<file path="src/hw/rtl/ddfi_pkg.sv">
// Shared types and constants for the decimal digit field insert unit.
// Depends on nothing; every other file of the block imports it.
package ddfi_pkg;

    localparam int DATA_W      = 64;
    localparam int SPAN_W      = 5;
    localparam int NUM_DIGITS  = 20;
    localparam int BCD_W       = 4 * NUM_DIGITS;
    localparam int DIGIT_LIMIT = 19;

    typedef logic [DATA_W-1:0] data_t;
    typedef logic [BCD_W-1:0]  bcd_t;
    typedef logic [SPAN_W-1:0] span_t;

    // Operations of the shared shift/add unit.
    typedef enum logic [2:0] {
        OP_HOLD,
        OP_LOAD,
        OP_DABBLE,
        OP_SWAP,
        OP_MERGE,
        OP_HORNER
    } ddfi_op_t;

endpackage

</file>
<file path="src/hw/rtl/ddfi_digit_merge.sv">
// Decimal digit selection: takes the kept digits of the base operand and
// the low digits of the source operand shifted into the span.
// Depends on ddfi_pkg.
module ddfi_digit_merge (
    input  ddfi_pkg::bcd_t  base_bcd,
    input  ddfi_pkg::bcd_t  src_bcd,
    input  ddfi_pkg::span_t low_idx,
    input  ddfi_pkg::span_t high_idx,
    output ddfi_pkg::bcd_t  merged_bcd
);
    import ddfi_pkg::*;

    bcd_t shifted;

    // Source digit k lands on digit index k + low_idx.
    assign shifted = src_bcd << {low_idx, 2'b00};

    always_comb
    begin
        for (int i = 0; i < NUM_DIGITS; i++)
        begin
            if ((SPAN_W'(i) >= low_idx) && (SPAN_W'(i) <= high_idx))
            begin
                merged_bcd[4*i +: 4] = shifted[4*i +: 4];
            end
            else
            begin
                merged_bcd[4*i +: 4] = base_bcd[4*i +: 4];
            end
        end
    end

endmodule

</file>
<file path="src/hw/rtl/ddfi_shift_unit.sv">
// Shared shift/add unit: binary to BCD by shift and add-3, digit merge,
// and BCD to binary by multiply-by-ten accumulation.
// Depends on ddfi_pkg and ddfi_digit_merge.
module ddfi_shift_unit (
    input  logic            clk,
    input  ddfi_pkg::ddfi_op_t op,
    input  ddfi_pkg::data_t load_value,
    input  ddfi_pkg::span_t low_idx,
    input  ddfi_pkg::span_t high_idx,
    output ddfi_pkg::data_t acc
);
    import ddfi_pkg::*;

    data_t bin_reg;
    data_t bin_next;
    bcd_t  bcd_reg;
    bcd_t  bcd_next;
    bcd_t  hold_reg;
    bcd_t  hold_next;
    bcd_t  adjusted;
    bcd_t  merged;

    ddfi_digit_merge u_merge (
        .base_bcd   (hold_reg),
        .src_bcd    (bcd_reg),
        .low_idx    (low_idx),
        .high_idx   (high_idx),
        .merged_bcd (merged)
    );

    // Add 3 to every digit of 5 or more before the next doubling.
    always_comb
    begin
        for (int i = 0; i < NUM_DIGITS; i++)
        begin
            if (bcd_reg[4*i +: 4] >= 4'd5)
            begin
                adjusted[4*i +: 4] = bcd_reg[4*i +: 4] + 4'd3;
            end
            else
            begin
                adjusted[4*i +: 4] = bcd_reg[4*i +: 4];
            end
        end
    end

    always_comb
    begin
        bin_next  = bin_reg;
        bcd_next  = bcd_reg;
        hold_next = hold_reg;
        case (op)
            OP_LOAD:
            begin
                bin_next = load_value;
                bcd_next = '0;
            end
            OP_DABBLE:
            begin
                bcd_next = {adjusted[BCD_W-2:0], bin_reg[DATA_W-1]};
                bin_next = {bin_reg[DATA_W-2:0], 1'b0};
            end
            OP_SWAP:
            begin
                hold_next = bcd_reg;
                bin_next  = load_value;
                bcd_next  = '0;
            end
            OP_MERGE:
            begin
                bcd_next = merged;
                bin_next = '0;
            end
            OP_HORNER:
            begin
                // acc * 10 + top digit, wrapping modulo 2^64.
                bin_next = {bin_reg[DATA_W-4:0], 3'b000} + {bin_reg[DATA_W-2:0], 1'b0}
                         + {{(DATA_W-4){1'b0}}, bcd_reg[BCD_W-1 -: 4]};
                bcd_next = {bcd_reg[BCD_W-5:0], 4'b0000};
            end
            default:
            begin
                bin_next = bin_reg;
            end
        endcase
    end

    always_ff @(posedge clk)
    begin
        bin_reg  <= bin_next;
        bcd_reg  <= bcd_next;
        hold_reg <= hold_next;
    end

    assign acc = bin_reg;

endmodule

</file>
<file path="src/hw/rtl/decimal_digit_field_insert_unit.sv">
// Top level of the decimal digit field insert unit: command handshake,
// sequencer and result register. Depends on ddfi_pkg and ddfi_shift_unit.
//
// A transaction is accepted on a rising edge where start is high and busy is
// low. A valid span converts base_value to BCD, stores that BCD and loads
// new_digits, converts new_digits, does the digit merge, runs multiply-by-ten
// accumulation back to binary and loads the sum into the result register.
// All of it runs through one shared shift/add unit, so no new transaction is
// taken while busy is high. An invalid span (not 1 <= low <= high <= 19)
// returns base_value with span_error set in the cycle right after acceptance.
// Each result is shown for exactly one cycle with done high; the receiver
// cannot stall it, so it must take the result in that cycle. busy falls as
// done rises, so a new transaction may start while the previous result is on
// the ports.
module decimal_digit_field_insert_unit (
    input  logic            clk,
    input  logic            rst_n,
    input  logic            start,
    output logic            busy,
    input  ddfi_pkg::data_t base_value,
    input  ddfi_pkg::span_t span_low_digit,
    input  ddfi_pkg::span_t span_high_digit,
    input  ddfi_pkg::data_t new_digits,
    output logic            done,
    output ddfi_pkg::data_t edited_value,
    output logic            span_error
);
    import ddfi_pkg::*;

    typedef enum logic [2:0] {
        ST_IDLE,
        ST_DAB_BASE,
        ST_SWAP,
        ST_DAB_SRC,
        ST_MERGE,
        ST_HORNER,
        ST_FINISH
    } state_t;

    localparam int CNT_W = $clog2(DATA_W);

    state_t     state_reg;
    logic [CNT_W-1:0] cnt_reg;
    data_t      src_reg;
    span_t      low_idx_reg;
    span_t      high_idx_reg;
    logic       done_reg;
    logic       span_error_reg;
    data_t      edited_value_reg;

    logic       accept;
    logic       span_ok;
    ddfi_op_t   op;
    data_t      load_value;
    data_t      acc;

    assign accept  = start && (state_reg == ST_IDLE);
    assign span_ok = (span_low_digit != '0) && (span_high_digit >= span_low_digit)
                  && (span_high_digit <= SPAN_W'(DIGIT_LIMIT));

    // The unit loads base_value on acceptance and new_digits at the swap.
    assign load_value = (state_reg == ST_IDLE) ? base_value : src_reg;

    always_comb
    begin
        case (state_reg)
            ST_IDLE:     op = (accept && span_ok) ? OP_LOAD : OP_HOLD;
            ST_DAB_BASE: op = OP_DABBLE;
            ST_SWAP:     op = OP_SWAP;
            ST_DAB_SRC:  op = OP_DABBLE;
            ST_MERGE:    op = OP_MERGE;
            ST_HORNER:   op = OP_HORNER;
            default:     op = OP_HOLD;
        endcase
    end

    ddfi_shift_unit u_shift (
        .clk        (clk),
        .op         (op),
        .load_value (load_value),
        .low_idx    (low_idx_reg),
        .high_idx   (high_idx_reg),
        .acc        (acc)
    );

    always_ff @(posedge clk or negedge rst_n)
    begin
        if (!rst_n)
        begin
            state_reg        <= ST_IDLE;
            cnt_reg          <= '0;
            src_reg          <= '0;
            low_idx_reg      <= '0;
            high_idx_reg     <= '0;
            done_reg         <= 1'b0;
            span_error_reg   <= 1'b0;
            edited_value_reg <= '0;
        end
        else
        begin
            done_reg <= 1'b0;
            case (state_reg)
                ST_IDLE:
                begin
                    if (accept)
                    begin
                        src_reg      <= new_digits;
                        // Digit indexes count from zero for the units digit.
                        low_idx_reg  <= span_low_digit - SPAN_W'(1);
                        high_idx_reg <= span_high_digit - SPAN_W'(1);
                        cnt_reg      <= '0;
                        if (span_ok)
                        begin
                            state_reg <= ST_DAB_BASE;
                        end
                        else
                        begin
                            edited_value_reg <= base_value;
                            span_error_reg   <= 1'b1;
                            done_reg         <= 1'b1;
                        end
                    end
                end
                ST_DAB_BASE:
                begin
                    cnt_reg <= cnt_reg + CNT_W'(1);
                    if (cnt_reg == CNT_W'(DATA_W - 1))
                    begin
                        state_reg <= ST_SWAP;
                    end
                end
                ST_SWAP:
                begin
                    cnt_reg   <= '0;
                    state_reg <= ST_DAB_SRC;
                end
                ST_DAB_SRC:
                begin
                    cnt_reg <= cnt_reg + CNT_W'(1);
                    if (cnt_reg == CNT_W'(DATA_W - 1))
                    begin
                        state_reg <= ST_MERGE;
                    end
                end
                ST_MERGE:
                begin
                    cnt_reg   <= '0;
                    state_reg <= ST_HORNER;
                end
                ST_HORNER:
                begin
                    cnt_reg <= cnt_reg + CNT_W'(1);
                    if (cnt_reg == CNT_W'(NUM_DIGITS - 1))
                    begin
                        state_reg <= ST_FINISH;
                    end
                end
                ST_FINISH:
                begin
                    edited_value_reg <= acc;
                    span_error_reg   <= 1'b0;
                    done_reg         <= 1'b1;
                    state_reg        <= ST_IDLE;
                end
                default:
                begin
                    state_reg <= ST_IDLE;
                end
            endcase
        end
    end

    assign busy         = (state_reg != ST_IDLE);
    assign done         = done_reg;
    assign edited_value = edited_value_reg;
    assign span_error   = span_error_reg;

    // A result is only ever presented once the sequencer is free again.
    assert property (@(posedge clk) disable iff (!rst_n) done |-> !busy)
        else $error("result strobe while sequencer busy");

    // A bad span is answered at once with the error flag.
    assert property (@(posedge clk) disable iff (!rst_n)
        (accept && !span_ok) |=> (done && span_error && !busy))
        else $error("invalid span not answered in the next cycle");

    // A good span starts a conversion and gives no immediate result.
    assert property (@(posedge clk) disable iff (!rst_n)
        (accept && span_ok) |=> (busy && !done && state_reg == ST_DAB_BASE))
        else $error("valid span did not start the conversion");

    // The accumulation phase always ends in the finish step, then a strobe.
    assert property (@(posedge clk) disable iff (!rst_n)
        (state_reg == ST_FINISH) |=> (done && !span_error))
        else $error("finish step without a clean result strobe");

endmodule

</file>
<file path="config.mk">
export PLATFORM = sky130hd
export DESIGN_NAME = decimal_digit_field_insert_unit
export DESIGN_NICKNAME = d
export VERILOG_FILES = /design/src/hw/rtl/ddfi_pkg.sv /design/src/hw/rtl/ddfi_digit_merge.sv /design/src/hw/rtl/ddfi_shift_unit.sv /design/src/hw/rtl/decimal_digit_field_insert_unit.sv
export SDC_FILE = /design/constraint.sdc
export NUM_CORES = 1
export LEC_CHECK = 0
export ABC_AREA = 1
export BUFFER_PORTS_ARGS = -buffer_cell sky130_fd_sc_hd__buf_2
export CORE_ASPECT_RATIO = 0.9
export CORE_MARGIN = 10
export CORE_UTILIZATION = 28
export CTS_CLUSTER_SIZE = 14
export DETAILED_ROUTE_END_ITERATION = 7
export GPL_TIMING_DRIVEN = 0
export PLACE_DENSITY = 0.51
export SLEW_MARGIN = 15
export SYNTH_ARGS = -nofsm -noshare
export SYNTH_HDL_FRONTEND = slang
export SYNTH_SLANG_ARGS = --single-unit
</file>
<file path="constraint.sdc">
create_clock -name clk -period 17.54 [get_ports clk]
set_clock_uncertainty 0.1 [all_clocks]
set_input_delay 4.385 -clock clk [delete_from_list [all_inputs] [get_ports clk]]
set_output_delay 4.385 -clock clk [all_outputs]
set_load 0.005 [all_outputs]
</file>
==> metrics.md, run 1 <==
| Metric | Value |
|---|---|
| Top-count cell post-synth | nand2_1 |
| CP Launch Type | input port |
| RSZ-0062 raised after global routing | false |
| Synthesis-to-layout area growth | 16.1% |
| P_sw | 4470 uW |
| Setup CP Type | in2reg |
| Max clock buf depth | 3 |
| Cts bufs inserted | 48 |
| EDFF count, synth | 224 |
| CTS tree | done |
| Most frequent CP cell | buf_16 |
| Die width | 360 um |
| Initial antenna violation count | 12 |
| Peak Freq | 144 MHz |
| Ports | 208 |
| DIE HEIGHT | 326 um |
| Clock Sinks | 373 |
| WL final | 147,000 um |
| Maximum number of pins on one net before global-route repair | 77 |
| Worst vdd ir | 0.102 mV |
| Setup-failing EPs final | 0 |
| Die area | 118,000 um2 |
| Clk Latency, worst-skew pair | 0.65 ns |
| Synth warn | 0 |
| Area leader, netlist | edfxtp_1 |
| Worst Path Required | 17.76 ns |
| Netlist cell types | 47 |
| Mapped Cells | 4,280 |
| Endpoint class of the critical path | flip-flop |
| Max-Cap Viols | 0 |
| Post-route minimum period | 6.94 ns |
| Crit-path max FO | 20 |
| Setup slack after layout | 10.60 ns |
| Sequential power share | 24.0% |
| Placed instance area | 32,200 um2 |
| Mapped cell area | 29,200 um2 |
| Worst-path clk slew | 0.06 ns |
| Combinational share of power | 62.9% |
| Worst Max-Slew Pin Slew | 1.36 ns |
| Pint | 3610 uW |
| Post-route antenna net violation count | 0 |
| Reg area | 10,500 um2 |
| Post-synth top area share | 23.1% |
| Initial core utilization | 28.2% |
| CP max stage delay | 0.55 ns |
| Syn nets | 4,594 |
| Mean area per synthesized cell | 6.82 um2 |
| Final Core Density | 32.7% |
| Pwr per Cell Area | 239 nW/um2 |
| Slew HR | 9.41% |
| FF+latch count, synth | 373 |
| Status | completed |
| GPL Wtd Cong | 1.03 |
| Final net count | 4,862 |
| Core area | 104,000 um2 |
| Vias in the first global route | 29,852 |
| Main synth FF type | edfxtp_1 |
| Root buffer cell | clkbuf_16 |
| Switch share | 55.3% |
| CP max-delay cell | a21oi_4 |
| CP cell instances | buf_2 -> inv_1 -> ha_1 -> nor2_1 -> o21ai_0 -> nand3_1 -> nand2_1 -> nand4_4 -> buf_2 -> nand2_1 -> inv_1 -> a21oi_4 -> buf_16 -> buf_16 -> buf_16 |
| Post-CTS setup buffers | 0 |
| Share of cells above drive strength 1 | 9.46% |
| Final design instance area without fill | 33,900 um2 |
| DR iter-0 viols | 3,131 |
| CTS H-Tree Depth | 2 |
| Share of flip-flops with an asynchronous set or reset | 39.9% |
| WL per Instance | 24.7 um |
| Floorplan row count | 112 |
| Sequential area share after synthesis | 35.8% |
| Crit path arrival time | 7.15 ns |
| HPWL Detailed | 116,000 um |
| Tcrit/Tclk final | 39.5% |
| Clk network pwr share | 13.1% |
| Final Hold Viols | 0 |
| Multi-input logic area | 16,100 um2 |
| DR pass1 iterations | 5 |
| Synth top area cells | edfxtp_1, nand2_1, dfrtp_1 |
| Place WS | 9.97 ns |
| Total track usage | 24.1% |
| Routed via count | 30,829 |
| Leak | 0.0164 uW |
| First-pass GRT wire length | 210,000 um |
| HP Class | reg2reg |
| Fill count | 11,401 |
| Post-route DRC | 0 |
| # port buffers | 207 |
| Synth cell count leaders | nand2_1, inv_1, nand3_1, nor2_1, o21ai_0 |
| Post-CTS Resized | 0 |
| Max-slew violation count | 0 |
| Total grt overflow | 0 |
| Hold Buf Count CTS | 0 |
| Via density | 5.17 |
## cells by family (layout without fill, tap and decap cells)
| kind of cell | after synthesis | in the layout | share of synthesized area (%) |
|---|---|---|---|
| AO/OA/AOI/OAI | 615 | 615 | 12.0 |
| XOR/XNOR | 48 | 48 | 1.44 |
| adder cells (fa/ha/maj) | 173 | 173 | 7.47 |
| buffers and inverters | 678 | 986 | 9.12 |
| flip-flops | 373 | 373 | 35.8 |
| multiplexers | 12 | 12 | 0.412 |
| other | 0 | 2 | 0 |
| AND/OR/NAND/NOR | 2381 | 2381 | 33.7 |
## cell type report
type	instances	share of cell area, %
Multi-Input combinational cell	3229	47.5
Sequential cell	373	30.9
Inverter	499	5.53
Tap cell	1368	5.05
Clock buffer	74	4.14
Timing Repair Buffer	218	3.92
Buffer	179	2.33
Clock inverter	16	0.665
Antenna cell	2	0.0148
## critical path, delay by kind of cell
family                     cells  cell delay, ns
buffers and inverters          7            1.24
and+or+nand+nor                5            0.49
adders and majority gates      1            0.28
AOI/OAI and AO/OA              2            0.70
## layout by cell type, fill, tap and decap left out, drive strengths merged, types with 10 or more instances in the layout
master	netlist	final
o221ai	10	10
clkbuf	79	153
or2	45	45
a21oi	119	119
a31oi	69	69
xnor2	11	11
inv	498	500
nor3	22	22
dfrtp	149	149
o22ai	16	16
o21ai	300	300
nand3b	14	14
nand4	92	92
buf	100	318
ha	171	171
o211ai	56	56
edfxtp	224	224
nand2	1585	1585
nand3	305	305
mux2i	12	12
xor2	37	37
nor2	312	312
o21bai	26	26
## per-layer routing
metal	part of all wire, %	up-vias	routed length (um)	global-route usage, %
met1	43	14709	63100	31.5
met4	5.0	12	7370	11.3
met3	7.1	287	10500	3.84
li1	-	14579	-	-
met5	0.052	-	77	0
met2	45	1242	65900	38.7
## through the flow
stage               hold slack, ns  setup TNS (ns)  total power, uW  std cells
floorplan                    0.342               0             4880       4280
global route                 0.388               0             8640       5957
finish                       0.370               0             8080       5958
global placement             0.356         -228.11             6910       5855
CTS                          0.375               0             7990       5956
detailed placement           0.361               0             6890       5866
## power groups by stage
stage                     combinational [uW]  sequential, uW  clock (uW)
after CTS                               4980            1930        1080
final                                   5080            1940        1060
after floorplan                         3080            1800           0
after detailed placement                4950            1940           0
after global placement                  4880            2030           0
after global routing                    5560            1980        1110
## path summary, 6_finish.rpt
kind / from / depth (start not counted) / slack, ns / endpoint
max in group asynchronous: rst_n / 2 / 12.88 / high_idx_reg[1]
hold reg to reg: src_reg[10] / 2 / 0.37 / src_reg[10]
setup reg to reg: low_idx_reg[0] / 9 / 13.77 / u_shift.bcd_reg[61]
min in group asynchronous: rst_n / 1 / 3.56 / src_reg[33]
setup / recovery: span_high_digit[0] / 15 / 10.60 / u_shift.bcd_reg[56]
hold / removal: src_reg[10] / 2 / 0.37 / src_reg[10]
Power figures use the tool's default switching activity.
==> run 2: changes to the inputs <==
Settings changed: PLACE_DENSITY 0.51 to 0.53.
Clock period 17.54 ns to 6.2 ns, I/O delays scaled along.
==> metrics.md, run 2 (same netlist as run 1, synthesis figures left out) <==
| Metric | Value |
|---|---|
| N_diodes | 0 (-2) |
| Vias in the first global route | 29,585 (-0.89%) |
| RSZ-0062 raised after global routing | false |
| Post-route antenna net violation count | 0 (unchanged) |
| WL per Instance | 24.4 um (-0.97%) |
| Tcrit/Tclk final | 66.2% |
| R2R Setup Slk | 2.53 ns (-11.24 ns) |
| Max-slew violation count | 0 (unchanged) |
| Met1 usage | 31.2% (-0.34 points) |
| DR iter-0 viols | 3,097 (-1.1%) |
| Clk Latency, worst-skew pair | 0.65 ns (about the same) |
| Setup TNS | 0 ns (unchanged) |
| Leak | 0.0164 uW (+0.29%) |
| Floorplan row count | 112 (unchanged) |
| Worst Max-Slew Pin Slew | 1.35 ns (-0.0119 ns) |
| DIE HEIGHT | 326 um (unchanged) |
| Most frequent cells in the layout | nand2_1, inv_1, nand3_1 |
| CP Launch Type | input port |
| GPL Wtd Cong | 1.05 (+2.2%) |
| GR met2 Demand/Resource | 38.3% (-0.39 points) |
| Max-Cap Viols | 0 (unchanged) |
| Share of cells above drive strength 1 | 9.57% (+0.11 points) |
| Post-route DRC | 0 (unchanged) |
| Cts bufs inserted | 47 (-2.1%) |
| # port buffers | 207 (unchanged) |
| HPWL Detailed | 115,000 um (-0.47%) |
| Final net count | 4,864 (+0.041%) |
| Core area | 104,000 um2 (unchanged) |
| Post-route minimum period | 4.11 ns |
| CTS tree | done |
| GRT busiest layer | met2 |
| DR pass1 iterations | 7 (+2) |
| Status | completed |
| Hold Buf Count CTS | 0 (unchanged) |
| Crit path arrival time | 4.32 ns (-2.83 ns) |
| Setup CP Type | in2reg |
| Clock Sinks | 373 (unchanged) |
| Maximum number of pins on one net before global-route repair | 86 (+12%) |
| Peak Freq | 243 MHz |
| Routed via count | 30,957 (+0.42%) |
| Endpoint class of the critical path | flip-flop |
| Pwr per Cell Area | 673 nW/um2 (+180%) |
| Slew HR | 9.26% (-0.15 points) |
| Root buffer cell | clkbuf_16 |
| Worst-path clk slew | 0.05 ns (about the same) |
| Total grt overflow | 0 (unchanged) |
| Post-CTS setup buffers | 0 (unchanged) |
| First-pass GRT wire length | 208,000 um (-1.2%) |
| Most common cell after layout, fill and taps aside | nand2_1 |
| Min Hold Slack | 0.370 ns (-0.000356 ns) |
| Initial antenna violation count | 8 (-4) |
| Initial core utilization | 28.2% (unchanged) |
| CTS H-Tree Depth | 2 (unchanged) |
| Crit-path max FO | 18 (-10%) |
| Final Hold Viols | 0 (unchanged) |
| Via density | 5.20 (+0.43%) |
| Die width | 360 um (unchanged) |
| Setup-failing EPs final | 0 (unchanged) |
| WL final | 145,000 um (-0.98%) |
| Ports | 208 (unchanged) |
| Post-CTS Resized | 0 (unchanged) |
| GR Util met3 | 4.09% (+0.26 points) |
| Worst Path Required | 6.41 ns (-11.35 ns) |
| HP Class | reg2reg |
| Worst vdd ir | 0.284 mV (+180%) |
| Synthesis-to-layout area growth | 16.4% |
| Total power | 22,800 uW (+180%) |
| Die area | 118,000 um2 (unchanged) |
| Total track usage | 23.8% (-0.34 points) |
| Max clock buf depth | 3 (unchanged) |
## run 2: metrics by stage
stage | instance area, um2 | utilization (%) | cells | worst slack [ns]
2_1_floorplan | 29200 | - | 4280 | 0.677
3_3_place_gp | 31900 | 30.8 | 5855 | -1.58
3_5_place_dp | 32300 | 31.2 | 5869 | 1.52
4_1_cts | 33900 | 32.8 | 5957 | 2.11
5_1_grt | 33900 | 32.8 | 5957 | 2.00
6_report | 33900 | 32.8 | 5957 | 2.09
## run 2: worst paths after layout
check	depth (start not counted)	end	from
min in group asynchronous	1	src_reg[34]	rst_n
hold / removal	2	src_reg[59]	src_reg[59]
setup / recovery	14	u_shift.bcd_reg[53]	span_high_digit[0]
hold reg to reg	2	src_reg[59]	src_reg[59]
setup reg to reg	10	src_reg[55]	state_reg[1]
max in group asynchronous	2	edited_value[8]	rst_n
## run 2: report_power, final
group	internal (uW)	switching (uW)
Clock	1760	1240
Sequential	4250	1200
Combinational	4270	10100
## run 2: area by class of cell
class | instances | area [um2]
Timing Repair Buffer | 221 | 1400
Inverter | 499 | 1870
Tap cell | 1368 | 1710
Multi-Input combinational cell | 3229 | 16100
Clock buffer | 59 | 1270
Clock inverter | 29 | 365
Sequential cell | 373 | 10500
Fill cell | 11407 | 69600
Buffer | 179 | 788
## run 2: critical path: stages
cell	delay, ns
buf_2	0.13
inv_1	0.08
ha_1	0.28
nor2_1	0.04
o21ai_0	0.14
nand3_1	0.09
nand2_1	0.37
nand4_4	0.19
buf_2	0.28
nand2_1	0.09
inv_1	0.07
a21oi_4	0.56
buf_16	0.25
buf_16	0.17
## run 2: per-layer routing
metal  up-vias  part of all wire [%]
li1      14556                     -
met1     14833                    43
met2      1301                    45
met3       261                   7.7
met4         6                   4.6
met5         -                 0.028
